## src/design/rxfa_pkg.sv

```systemverilog
// ----------------------------------------------------------------------------
// rxfa_pkg: shared definitions for the serial receive frame assembler
// Buffer geometry, field widths, character codes, register map and the
// structures passed between the assembler's modules.
// ----------------------------------------------------------------------------
package rxfa_pkg;

  localparam int BUF_DEPTH = 64;
  localparam int ADDR_W    = (BUF_DEPTH > 1) ? $clog2(BUF_DEPTH) : 1;
  localparam int CNT_W     = $clog2(BUF_DEPTH + 1);

  localparam int BYTE_W    = 8;
  localparam int FLEN_W    = 7;
  localparam int TICK_W    = 8;
  localparam int PADDR_W   = 4;
  localparam int PDATA_W   = 32;

  typedef logic [ADDR_W-1:0] addr_t;
  typedef logic [CNT_W-1:0]  cnt_t;
  typedef logic [BYTE_W-1:0] byte_t;

  // Input operation codes.
  localparam logic OP_BYTE = 1'b0;
  localparam logic OP_TICK = 1'b1;

  localparam byte_t CH_CR  = 8'd13;
  localparam byte_t CH_LF  = 8'd10;
  localparam byte_t CH_NUL = 8'd0;

  // Register indexes (byte address is four times the index).
  localparam logic [1:0] REG_TEXT_MODE  = 2'd0;
  localparam logic [1:0] REG_END_CHAR   = 2'd1;
  localparam logic [1:0] REG_IDLE_TICKS = 2'd2;

  localparam logic              RST_TEXT_MODE  = 1'b0;
  localparam byte_t             RST_END_CHAR   = 8'd13;
  localparam logic [TICK_W-1:0] RST_IDLE_TICKS = 8'd10;

  typedef struct packed {
    logic              text_mode;
    byte_t             end_char;
    logic [TICK_W-1:0] idle_ticks;
  } cfg_t;

  typedef struct packed {
    logic  en;
    addr_t addr;
    byte_t data;
  } mem_wr_t;

  typedef struct packed {
    logic  en;
    addr_t addr;
  } mem_rd_t;

endpackage

```

## src/design/serial_rx_frame_assembler_core.sv

```systemverilog
// ----------------------------------------------------------------------------
// serial_rx_frame_assembler_core: serial receive frame assembler
// Gathers received bytes into a 64-byte buffer and emits closed frames.
// ----------------------------------------------------------------------------
// Usage:
// The input channel carries requests: a received byte (operation 0) or one
// timer tick (operation 1), taken while in_stall is low. In binary mode a tick
// that finds the idle countdown at zero closes a non-empty frame that did not
// overflow; in text mode the end character or a zero byte closes it. A closed
// frame leaves on the output channel as one request per byte, in arrival
// order, with its length, overflow mark and a last-byte flag. The first byte
// appears once the drain state issues a registered buffer read, then one byte
// per cycle while the receiver does not stall, set by the single read port of
// the frame buffer. While a frame drains, in_stall is high; when the receiver
// stalls, the current output byte holds and draining pauses. Reset clears the
// counters, overflow flag and output valid; buffer contents are not cleared
// and need no clearing pass. Configuration registers sit at byte addresses 0,
// 4 and 8; the user must write them only while idle; this is not enforced.
// ----------------------------------------------------------------------------
module serial_rx_frame_assembler_core (
  input  logic                           clk,
  input  logic                           rst_n,
  input  logic                           in_valid,
  output logic                           in_stall,
  input  logic                           in_operation,
  input  logic [7:0]                     in_rx_byte,
  output logic                           out_valid,
  input  logic                           out_stall,
  output logic [7:0]                     out_frame_byte,
  output logic [rxfa_pkg::FLEN_W-1:0]    out_frame_length,
  output logic                           out_overflowed,
  output logic                           out_last_byte,
  input  logic                           cfg_psel,
  input  logic                           cfg_penable,
  input  logic                           cfg_pwrite,
  input  logic [rxfa_pkg::PADDR_W-1:0]   cfg_paddr,
  input  logic [rxfa_pkg::PDATA_W-1:0]   cfg_pwdata,
  output logic [rxfa_pkg::PDATA_W-1:0]   cfg_prdata,
  output logic                           cfg_pready
);
  import rxfa_pkg::*;

  cfg_t    cfg;
  mem_wr_t mem_wr;
  mem_rd_t mem_rd;
  byte_t   rd_data;
  cnt_t    out_len;

  rxfa_regs u_regs (
    .clk     (clk),
    .rst_n   (rst_n),
    .psel    (cfg_psel),
    .penable (cfg_penable),
    .pwrite  (cfg_pwrite),
    .paddr   (cfg_paddr),
    .pwdata  (cfg_pwdata),
    .prdata  (cfg_prdata),
    .pready  (cfg_pready),
    .cfg     (cfg)
  );

  rxfa_ctrl u_ctrl (
    .clk          (clk),
    .rst_n        (rst_n),
    .cfg          (cfg),
    .in_valid     (in_valid),
    .in_stall     (in_stall),
    .in_operation (in_operation),
    .in_rx_byte   (in_rx_byte),
    .out_valid    (out_valid),
    .out_stall    (out_stall),
    .out_len      (out_len),
    .out_ovf      (out_overflowed),
    .out_last     (out_last_byte),
    .mem_wr       (mem_wr),
    .mem_rd       (mem_rd)
  );

  rxfa_mem u_mem (
    .clk     (clk),
    .wr      (mem_wr),
    .rd      (mem_rd),
    .rd_data (rd_data)
  );

  assign out_frame_byte   = rd_data;
  assign out_frame_length = FLEN_W'(out_len);

endmodule

```

## src/design/rxfa_mem.sv

```systemverilog
// ----------------------------------------------------------------------------
// rxfa_mem: frame buffer
// Single-write, single-read synchronous memory holding the bytes of the
// frame being gathered. Read data is registered and held when not read.
// ----------------------------------------------------------------------------
module rxfa_mem (
  input  logic             clk,
  input  rxfa_pkg::mem_wr_t wr,
  input  rxfa_pkg::mem_rd_t rd,
  output rxfa_pkg::byte_t   rd_data
);
  import rxfa_pkg::*;

  byte_t mem_r [BUF_DEPTH];
  byte_t rd_data_r;

  always_ff @(posedge clk) begin
    if (wr.en) begin
      mem_r[wr.addr] <= wr.data;
    end
    if (rd.en) begin
      rd_data_r <= mem_r[rd.addr];
    end
  end

  assign rd_data = rd_data_r;

endmodule

```

## src/design/rxfa_regs.sv

```systemverilog
// ----------------------------------------------------------------------------
// rxfa_regs: configuration registers
// APB-style register file holding the framing mode, end character and
// idle timeout. Writes to an unused address are ignored.
// ----------------------------------------------------------------------------
module rxfa_regs (
  input  logic                           clk,
  input  logic                           rst_n,
  input  logic                           psel,
  input  logic                           penable,
  input  logic                           pwrite,
  input  logic [rxfa_pkg::PADDR_W-1:0]   paddr,
  input  logic [rxfa_pkg::PDATA_W-1:0]   pwdata,
  output logic [rxfa_pkg::PDATA_W-1:0]   prdata,
  output logic                           pready,
  output rxfa_pkg::cfg_t                 cfg
);
  import rxfa_pkg::*;

  logic [1:0] reg_idx;
  logic       wr_en;
  cfg_t       cfg_r;
  cfg_t       cfg_nxt;

  assign pready  = 1'b1;
  assign reg_idx = paddr[3:2];
  assign wr_en   = psel && penable && pwrite && pready;

  always_comb begin
    cfg_nxt = cfg_r;
    if (wr_en) begin
      unique case (reg_idx)
        REG_TEXT_MODE:  cfg_nxt.text_mode  = pwdata[0];
        REG_END_CHAR:   cfg_nxt.end_char   = pwdata[BYTE_W-1:0];
        REG_IDLE_TICKS: cfg_nxt.idle_ticks = pwdata[TICK_W-1:0];
        default:        cfg_nxt = cfg_r;
      endcase
    end
  end

  always_comb begin
    unique case (reg_idx)
      REG_TEXT_MODE:  prdata = PDATA_W'(cfg_r.text_mode);
      REG_END_CHAR:   prdata = PDATA_W'(cfg_r.end_char);
      REG_IDLE_TICKS: prdata = PDATA_W'(cfg_r.idle_ticks);
      default:        prdata = '0;
    endcase
  end

  always_ff @(posedge clk) begin
    if (!rst_n) begin
      cfg_r.text_mode  <= RST_TEXT_MODE;
      cfg_r.end_char   <= RST_END_CHAR;
      cfg_r.idle_ticks <= RST_IDLE_TICKS;
    end else begin
      cfg_r <= cfg_nxt;
    end
  end

  assign cfg = cfg_r;

endmodule

```

## src/design/rxfa_ctrl.sv

```systemverilog
// ----------------------------------------------------------------------------
// rxfa_ctrl: framing control
// Tracks fill count, idle countdown and overflow, writes received bytes to the
// buffer and reads a closed frame back out one byte per cycle unless stalled.
// ----------------------------------------------------------------------------
module rxfa_ctrl (
  input  logic                        clk,
  input  logic                        rst_n,
  input  rxfa_pkg::cfg_t              cfg,
  input  logic                        in_valid,
  output logic                        in_stall,
  input  logic                        in_operation,
  input  rxfa_pkg::byte_t             in_rx_byte,
  output logic                        out_valid,
  input  logic                        out_stall,
  output rxfa_pkg::cnt_t              out_len,
  output logic                        out_ovf,
  output logic                        out_last,
  output rxfa_pkg::mem_wr_t           mem_wr,
  output rxfa_pkg::mem_rd_t           mem_rd
);
  import rxfa_pkg::*;

  typedef enum logic {ST_IDLE, ST_DRAIN} state_t;

  state_t            state_r,     state_nxt;
  cnt_t              count_r,     count_nxt;
  logic [TICK_W-1:0] countdown_r, countdown_nxt;
  logic              ovf_r,       ovf_nxt;
  cnt_t              drain_len_r, drain_len_nxt;
  cnt_t              drain_idx_r, drain_idx_nxt;
  logic              drain_ovf_r, drain_ovf_nxt;
  logic              out_valid_r, out_valid_nxt;
  cnt_t              out_len_r,   out_len_nxt;
  logic              out_ovf_r,   out_ovf_nxt;
  logic              out_last_r,  out_last_nxt;

  logic in_accept;
  logic full;
  cnt_t count_inc;
  cnt_t idx_inc;
  logic rd_issue;
  logic is_term;

  assign in_stall  = (state_r == ST_DRAIN);
  assign in_accept = in_valid && !in_stall;
  assign full      = (count_r == CNT_W'(BUF_DEPTH));
  assign count_inc = full ? count_r : count_r + CNT_W'(1);
  assign idx_inc   = drain_idx_r + CNT_W'(1);
  assign is_term   = (in_rx_byte == cfg.end_char) || (in_rx_byte == CH_NUL);

  // A read is issued only when the output register is empty or being taken.
  assign rd_issue  = (state_r == ST_DRAIN) && (!out_valid_r || !out_stall);

  assign mem_wr.en   = in_accept && (in_operation == OP_BYTE) && !full;
  assign mem_wr.addr = count_r[ADDR_W-1:0];
  assign mem_wr.data = in_rx_byte;
  assign mem_rd.en   = rd_issue;
  assign mem_rd.addr = drain_idx_r[ADDR_W-1:0];

  always_comb begin
    state_nxt     = state_r;
    count_nxt     = count_r;
    countdown_nxt = countdown_r;
    ovf_nxt       = ovf_r;
    drain_len_nxt = drain_len_r;
    drain_idx_nxt = drain_idx_r;
    drain_ovf_nxt = drain_ovf_r;
    out_valid_nxt = out_valid_r && out_stall;
    out_len_nxt   = out_len_r;
    out_ovf_nxt   = out_ovf_r;
    out_last_nxt  = out_last_r;

    unique case (state_r)
      ST_IDLE: begin
        if (in_accept) begin
          if (in_operation == OP_BYTE) begin
            countdown_nxt = cfg.idle_ticks;
            count_nxt     = count_inc;
            ovf_nxt       = ovf_r | full;
            if (cfg.text_mode) begin
              // A CR or LF landing in the first slot is thrown away.
              if ((count_r == '0) && ((in_rx_byte == CH_CR) || (in_rx_byte == CH_LF))) begin
                count_nxt = '0;
              end else if (is_term) begin
                state_nxt     = ST_DRAIN;
                drain_len_nxt = count_inc;
                drain_idx_nxt = '0;
                drain_ovf_nxt = ovf_r | full;
                count_nxt     = '0;
                ovf_nxt       = 1'b0;
              end
            end
          end else begin
            if (countdown_r != '0) begin
              countdown_nxt = countdown_r - TICK_W'(1);
            end else if (ovf_r) begin
              ovf_nxt   = 1'b0;
              count_nxt = '0;
            end else if ((count_r != '0) && !cfg.text_mode) begin
              state_nxt     = ST_DRAIN;
              drain_len_nxt = count_r;
              drain_idx_nxt = '0;
              drain_ovf_nxt = 1'b0;
              count_nxt     = '0;
            end
          end
        end
      end
      ST_DRAIN: begin
        if (rd_issue) begin
          out_valid_nxt = 1'b1;
          out_len_nxt   = drain_len_r;
          out_ovf_nxt   = drain_ovf_r;
          out_last_nxt  = (idx_inc == drain_len_r);
          drain_idx_nxt = idx_inc;
          if (idx_inc == drain_len_r) begin
            state_nxt = ST_IDLE;
          end
        end
      end
      default: state_nxt = ST_IDLE;
    endcase
  end

  always_ff @(posedge clk) begin
    if (!rst_n) begin
      state_r     <= ST_IDLE;
      count_r     <= '0;
      countdown_r <= '0;
      ovf_r       <= 1'b0;
      out_valid_r <= 1'b0;
    end else begin
      state_r     <= state_nxt;
      count_r     <= count_nxt;
      countdown_r <= countdown_nxt;
      ovf_r       <= ovf_nxt;
      out_valid_r <= out_valid_nxt;
    end
    drain_len_r <= drain_len_nxt;
    drain_idx_r <= drain_idx_nxt;
    drain_ovf_r <= drain_ovf_nxt;
    out_len_r   <= out_len_nxt;
    out_ovf_r   <= out_ovf_nxt;
    out_last_r  <= out_last_nxt;
  end

  assign out_valid = out_valid_r;
  assign out_len   = out_len_r;
  assign out_ovf   = out_ovf_r;
  assign out_last  = out_last_r;

endmodule
```

## config.mk

```make
export PLATFORM = sky130hd
export DESIGN_NAME = serial_rx_frame_assembler_core
export DESIGN_NICKNAME = d
export VERILOG_FILES = /design/src/design/rxfa_pkg.sv /design/src/design/serial_rx_frame_assembler_core.sv /design/src/design/rxfa_mem.sv /design/src/design/rxfa_regs.sv /design/src/design/rxfa_ctrl.sv
export SDC_FILE = /design/constraint.sdc
export NUM_CORES = 1
export LEC_CHECK = 0
export BUFFER_PORTS_ARGS = -buffer_cell sky130_fd_sc_hd__buf_4
export CAP_MARGIN = 15
export CORE_MARGIN = 8
export CORE_UTILIZATION = 55
export CTS_BUF_LIST = sky130_fd_sc_hd__clkbuf_8
export DETAILED_ROUTE_END_ITERATION = 7
export GPL_ROUTABILITY_DRIVEN = 0
export PLACE_DENSITY = 0.72
export SYNTH_ARGS = -nofsm -noshare
export SYNTH_HDL_FRONTEND = slang
export SYNTH_HIERARCHICAL = 1
export SYNTH_SLANG_ARGS = --single-unit
```

## constraint.sdc

```tcl
create_clock -name clk -period 6.1 [get_ports clk]
set_input_delay 0.61 -clock clk [delete_from_list [all_inputs] [get_ports clk]]
set_output_delay 0.61 -clock clk [all_outputs]
set_load 0.02 [all_outputs]
```

After elaboration in Yosys (flattened, before gate mapping)
Memory sizes are Yosys's and may differ from the RTL's. A register that Yosys moved wholly into a read port is not among the register bits.
Index checks and enable logic that the tools add are counted.
{"block": "word_totals", "regBits": 59, "mem_bits_rw": 512, "input_bits": 52, "output_inout_bits": 52, "mem_count": 1}
{"name": "u_mem.mem_r", "words": 64, "width": 8, "read_ports": 1, "rd_clocked_by_memory_dff": 1, "wr": 1, "line": "rxfa_mem.sv:14", "text": "byte_t mem_r [BUF_DEPTH];"}
{"block": "op_classes", "addsub": 3, "n_eq_ne": 21, "mux": 54, "n_bitwise": 3, "n_reduce_logical": 33}
{"op": "two-way mux 7 bit", "count": 23}
{"op": "two-way mux 1 bit", "count": 26}
{"op": "one-hot mux 8 bit (3 select lines)", "count": 1}
{"op": "== test 8 x 4 -> 1 bit, second input constant", "count": 2}
{"op": "two-way mux 8 bit", "count": 2}
{"op": "AND reduction 8 bit", "count": 2}
{"op": "adder 7 x 1 -> 7 bit, second input constant", "count": 2}
{"op": "one-hot mux 7 bit (2 select lines)", "count": 1}
{"op": "!= test 3 bit, second input constant", "count": 4}
{"op": "logical AND 1 bit", "count": 9}
{"op": "== test 8 bit", "count": 1}
{"op": "logical NOT 8 bit", "count": 1}
{"op": "!= test 2 bit, second input constant", "count": 4}
{"op": "AND reduction 2 bit", "count": 4}
{"op": "nonzero test 8 bit", "count": 1}
{"op": "subtractor 8 x 1 -> 8 bit, second input constant", "count": 1}
{"op": "== test 7 bit", "count": 1}
{"op": "== test 7 bit, second input constant", "count": 1}
{"op": "logical NOT 7 bit", "count": 1}
{"op": "nonzero test 7 bit", "count": 1}
{"op": "!= test 2 x 1 -> 1 bit, second input constant", "count": 3}
{"op": "!= test 3 x 2 -> 1 bit, second input constant", "count": 2}
{"op": "AND reduction 3 bit", "count": 2}
{"op": "logical NOT 1 bit", "count": 5}
{"op": "other kinds (10)", "count": 14}

Logic depth before layout (Yosys ltp)
{"block": "logic_depth", "depth_word": 8, "depth_mapped": 10, "depth_no_buf": 8}

By module
The synthesis kept the hierarchy.
{"mod": "rxfa_mem", "instances": 1, "cells_each": 940, "area_per_inst_um2": 20246.9}
{"mod": "rxfa_ctrl", "instances": 1, "cells_each": 255, "area_per_inst_um2": 2511.2}
{"mod": "rxfa_regs", "instances": 1, "cells_each": 113, "area_per_inst_um2": 984.7}

Worst setup path before layout
No wires, ideal clock.
{"block": "synth_path", "path_kind": "input -> register", "startpoint": "in in_operation", "endpoint": "mem u_mem/mem_r[62][0] (netlist name), enable pin", "setup_time_ns": 0.370, "t_arrival_ns": 2.386, "required_ns": 5.730, "path_slack_ns": 3.343, "cell_stages": 6, "n_path_buf": 2, "path_cell_list": "clkbuf_1 -> buf_1 -> nor3_1 -> nor2b_1 -> nand3_1 -> nor2_1"}
{"element": "start, declared", "line": "serial_rx_frame_assembler_core.sv:25", "text": "input logic in_operation,"}
{"element": "end, declared", "line": "rxfa_mem.sv:14"}

==> impl_metrics.prom <==
# TYPE chip_impl_metric gauge
chip_impl_info{name="run_status",value="finished clean"} 1
chip_impl_metric{name="clk_pin_slew_worst_paths",unit="ns"} 0.06
chip_impl_metric{name="antenna-diode-count",unit=""} 0
chip_impl_metric{name="utilization",unit="%"} 60.5
chip_impl_metric{name="cts.sinks",unit=""} 579
chip_impl_metric{name="design.portCount",unit=""} 104
chip_impl_metric{name="cell_count_post_placement",unit=""} 1870
chip_impl_metric{name="syn-mean-instance-area",unit="um2"} 18.2
chip_impl_metric{name="num_rows",unit=""} 76
chip_impl_metric{name="coreArea",unit="mm2"} 0.0429
chip_impl_info{name="clock_tree_from_tritoncts",value="built"} 1
chip_impl_metric{name="clk-insertion-delay-late",unit="ns"} 0.65
chip_impl_metric{name="multiInputGateArea",unit="mm2"} 0.00600
chip_impl_metric{name="post_drt_wl_per_cell",unit="um"} 24.5
chip_impl_metric{name="timing.critical_path.fanout_max",unit=""} 15
chip_impl_metric{name="groute.usage.overall",unit="%"} 20.0
chip_impl_metric{name="layout-area-overhead-vs-synth",unit="%"} 9.23
chip_impl_metric{name="final-hold-violation-count",unit=""} 0
chip_impl_metric{name="switchingPower",unit="uW"} 1640
chip_impl_metric{name="worstMarginPinSlew",unit="ns"} 1.05
chip_impl_info{name="synth_common_cells",value="sky130_fd_sc_hd__edfxtp_1, sky130_fd_sc_hd__mux4_2, sky130_fd_sc_hd__nor2_1, sky130_fd_sc_hd__buf_4, sky130_fd_sc_hd__nand2_1"} 1
chip_impl_metric{name="slew_viol_final",unit=""} 0
chip_impl_metric{name="largest_net_degree_at_the_start_of_global_routing",unit=""} 99
chip_impl_metric{name="synth_warnings",unit=""} 6
chip_impl_metric{name="synth_seq_cells",unit=""} 579
chip_impl_metric{name="p_leak",unit="uW"} 0.00841
chip_impl_info{name="hold_path_class",value="primary input to flop"} 1
chip_impl_metric{name="first_pass_grt_wire_length",unit="mm"} 75.9
chip_impl_metric{name="drtIter0Drc",unit=""} 1216
chip_impl_info{name="critical_setup_path_kind",value="flop to flop"} 1
chip_impl_metric{name="max_cap_viol_count",unit=""} 0
chip_impl_info{name="unrepaired_setup_endpoints_after_global_routing",value="no"} 1
chip_impl_metric{name="synth_enable_flop_cells",unit=""} 544
chip_impl_metric{name="clock_power_share",unit="%"} 38.2
chip_impl_metric{name="layout.filler_cells",unit=""} 3081
chip_impl_metric{name="portion_of_synthesized_cell_area_occupied_by_the_leading_cell_type",unit="%"} 68.8
chip_impl_metric{name="htree_num_levels",unit=""} 3
chip_impl_metric{name="slew-limit-headroom",unit="%"} 29.7
chip_impl_metric{name="cp_data_arrival_time",unit="ns"} 4.36
chip_impl_metric{name="final_layout_size_suffix_gt1_share",unit="%"} 22.8
chip_impl_metric{name="die_span_in_y",unit="um"} 224
chip_impl_metric{name="grt_pass1_vias",unit=""} 12500
chip_impl_metric{name="cts_inserted_buffers",unit=""} 89
chip_impl_metric{name="power.share.combinational",unit="%"} 3.9
chip_impl_metric{name="mappedNetlistArea",unit="mm2"} 0.0237
chip_impl_metric{name="mean_number_of_vias_per_cell",unit=""} 6.01
chip_impl_metric{name="dr.pass1.iters",unit=""} 7
chip_impl_info{name="yosysTopAreaCell",value="sky130_fd_sc_hd__edfxtp_1"} 1
chip_impl_metric{name="nets",unit=""} 1433
chip_impl_metric{name="hpwlAfterDp",unit="mm"} 28.9
chip_impl_info{name="critical_path_sink_type",value="flop"} 1
chip_impl_metric{name="p_per_area",unit="mW/mm2"} 291
chip_impl_metric{name="min_period_over_period",unit="%"} 67.5
chip_impl_metric{name="post_synth_num_cell_types",unit=""} 74
chip_impl_metric{name="post_synth_inst_count",unit=""} 1308
chip_impl_metric{name="setup_total_negative_slack",unit="ns"} 0
chip_impl_info{name="yosys-top-cells-area",value="sky130_fd_sc_hd__edfxtp_1, sky130_fd_sc_hd__mux4_2, sky130_fd_sc_hd__dfxtp_1, sky130_fd_sc_hd__buf_4, sky130_fd_sc_hd__nor2_1"} 1
chip_impl_metric{name="effective_utilization_at_floorplan",unit="%"} 55.4
chip_impl_metric{name="internal-power",unit="uW"} 5900
chip_impl_metric{name="switching_share",unit="%"} 21.7
chip_impl_metric{name="routed_wirelength",unit="mm"} 49.8
chip_impl_metric{name="power.sequential.fraction",unit="%"} 58.0
chip_impl_metric{name="asyncSetResetFlopFracSynth",unit="%"} 0
chip_impl_info{name="start_kind",value="flop"} 1
chip_impl_metric{name="post_cts.resized_instances",unit=""} 0
chip_impl_metric{name="layout.cells.non_filler",unit=""} 2029
chip_impl_metric{name="drc_errors",unit=""} 0
chip_impl_metric{name="clockBufferDepth",unit=""} 3
chip_impl_metric{name="cts_hold_repair.buffers",unit=""} 0
chip_impl_metric{name="antenna_found_initial",unit=""} 0
chip_impl_metric{name="finClkSkew",unit="ns"} 0.0405
chip_impl_metric{name="globalRouteOverflowTotal",unit=""} 0
chip_impl_metric{name="final_antenna_net_count",unit=""} 0
chip_impl_metric{name="die-width",unit="um"} 224
chip_impl_metric{name="ff_latch_area",unit="mm2"} 0.0170
chip_impl_metric{name="design.die.area",unit="mm2"} 0.0501
chip_impl_info{name="cts-root-buf",value="sky130_fd_sc_hd__clkbuf_8"} 1
chip_impl_info{name="yosys.cell_count.top_type",value="sky130_fd_sc_hd__edfxtp_1"} 1
chip_impl_metric{name="required_time_at_the_worst_slack_endpoint",unit="ns"} 6.34
chip_impl_metric{name="report.final.setup_viol",unit=""} 0
chip_impl_metric{name="final.min_clock_period",unit="ns"} 4.12
chip_impl_metric{name="number_of_buffers_inserted_by_port_buffering",unit=""} 52
chip_impl_metric{name="synth-seq-area-share",unit="%"} 71.8
chip_impl_info{name="synth_ff_type",value="sky130_fd_sc_hd__edfxtp_1"} 1
chip_impl_metric{name="vdd_ir_drop_max",unit="uV"} 227
chip_impl_metric{name="clock.fmax",unit="MHz"} 243
chip_impl_metric{name="num_vias",unit=""} 12200
chip_impl_metric{name="post_cts_setup_buffer_count",unit=""} 0
==> layer usage <==
metal / vias to the layer above / global-route usage [%] / share of wire [%] / routed length (um)
met2: 499 / 32.7 / 50 / 24700
li1: 5322 / - / - / -
met4: 0 / 7.07 / 2.6 / 1290
met5: - / 0 / 0 / 0
met1: 6289 / 26.8 / 40 / 19900
met3: 88 / 4.07 / 7.8 / 3900
==> logic make-up after synthesis <==
family / share of synthesized area [%]
other: 0.0316
DFF: 71.8
adders and majority gates: 0.263
muxes: 14.1
and+or+nand+nor: 5.51
AOI/OAI and AO/OA: 3.87
buffers and inverters: 3.35
xor gates and xnor gates: 1.13
==> state kept, by name, summed over array words and instances (netlist names) <==
register and cells:
u_ctrl/in_stall 1, u_regs/cfg 17, u_ctrl/out_len 7, u_ctrl/drain_idx_r 7, u_ctrl/countdown_r 8, u_ctrl/out_valid 1, u_mem/rd_data 8, u_ctrl/ovf_r 1
u_mem/mem_r 512, u_ctrl/drain_len_r 7, u_ctrl/count_r 7, u_ctrl/out_ovf 1, u_ctrl/drain_ovf_r 1, u_ctrl/out_last 1
==> worst max-delay path, cell delays in order (launching register included) <==
cell and delay [ns]:
sky130_fd_sc_hd__dfxtp_1 0.67, sky130_fd_sc_hd__inv_1 0.09, sky130_fd_sc_hd__ha_1 0.22, sky130_fd_sc_hd__and3_1 0.23, sky130_fd_sc_hd__nor3_1 0.75, sky130_fd_sc_hd__nand4_1 0.79
sky130_fd_sc_hd__nor2_1 0.96
==> placed cells by master, fill, tap and decap left out, types with 4 or more instances in the layout <==
master,Yosys,final
sky130_fd_sc_hd__nand2_1,49,49
sky130_fd_sc_hd__ha_1,5,5
sky130_fd_sc_hd__edfxtp_1,544,544
sky130_fd_sc_hd__a22oi_1,4,4
sky130_fd_sc_hd__a31oi_1,6,6
sky130_fd_sc_hd__xnor2_1,17,17
sky130_fd_sc_hd__o21ai_0,8,8
sky130_fd_sc_hd__nor2_1,114,113
sky130_fd_sc_hd__o211ai_1,6,6
sky130_fd_sc_hd__nor2b_1,20,20
sky130_fd_sc_hd__clkbuf_8,0,93
sky130_fd_sc_hd__o22ai_1,10,10
sky130_fd_sc_hd__nor4_1,5,5
sky130_fd_sc_hd__a221oi_1,6,6
sky130_fd_sc_hd__o221ai_1,8,8
sky130_fd_sc_hd__nand2b_1,12,12
sky130_fd_sc_hd__mux4_2,126,126
sky130_fd_sc_hd__buf_4,60,62
sky130_fd_sc_hd__o21ai_1,8,8
sky130_fd_sc_hd__o21a_1,4,4
sky130_fd_sc_hd__clkinv_1,0,26
sky130_fd_sc_hd__clkinv_2,0,10
sky130_fd_sc_hd__mux2i_1,35,35
sky130_fd_sc_hd__a211oi_1,5,5
sky130_fd_sc_hd__mux2_2,14,14
sky130_fd_sc_hd__nand3b_1,4,4
sky130_fd_sc_hd__inv_1,17,44
sky130_fd_sc_hd__dfxtp_1,35,35
sky130_fd_sc_hd__a21oi_1,11,11
sky130_fd_sc_hd__nand4_1,10,10
sky130_fd_sc_hd__nand3_1,24,24
sky130_fd_sc_hd__conb_1,2,25
sky130_fd_sc_hd__nor3_1,10,10
sky130_fd_sc_hd__and2_1,5,5
sky130_fd_sc_hd__a22o_1,10,10
==> path summary, 6_finish.rpt <==
check                                   startpoint                            to  slack [ns]  cells past startpoint
setup / recovery    u_ctrl/count_r[1]$_SDFFE_PN0P_  u_mem/mem_r[31][7]$_DFFE_PP_        1.98                      6
hold reg to reg   u_ctrl/drain_ovf_r$_SDFFCE_PP0P_      u_ctrl/out_ovf$_DFFE_PP_        0.42                      0
setup reg to reg    u_ctrl/count_r[1]$_SDFFE_PN0P_  u_mem/mem_r[31][7]$_DFFE_PP_        1.98                      6
hold / removal                        cfg_paddr[3]   u_regs/cfg[16]$_SDFFE_PN0P_        0.22                      2
==> power groups by stage <==
stage	sequential (uW)	combinational, uW	clock [uW]
2_1_floorplan	4450	215	0
3_3_place_gp	4450	283	0
3_5_place_dp	4460	291	0
4_1_cts	4370	292	2950
5_1_grt	4370	315	3110
6_report	4370	290	2880
==> layout make-up <==
cell class	instances	area share [%]
Clock buffer	93	4.94
Clock inverter	66	1.14
Sequential cell	579	65.7
Tap cell	585	2.82
Timing Repair Buffer	65	2.03
Inverter	17	0.246
Multi-Input combinational cell	624	23.1
==> per-stage QoR <==
stage               hold WS, ns  area [um2]  total power (uW)  worst slack (ns)
finish                    0.218       25900              7540              1.98
global route              0.206       25900              7800              1.85
CTS                       0.175       25900              7610              2.13
detailed placement        0.410       24400              4750              2.13
global placement          0.408       24400              4740              2.23
floorplan                 0.400       23800              4660              3.34
(Power assumes the default switching activity.)
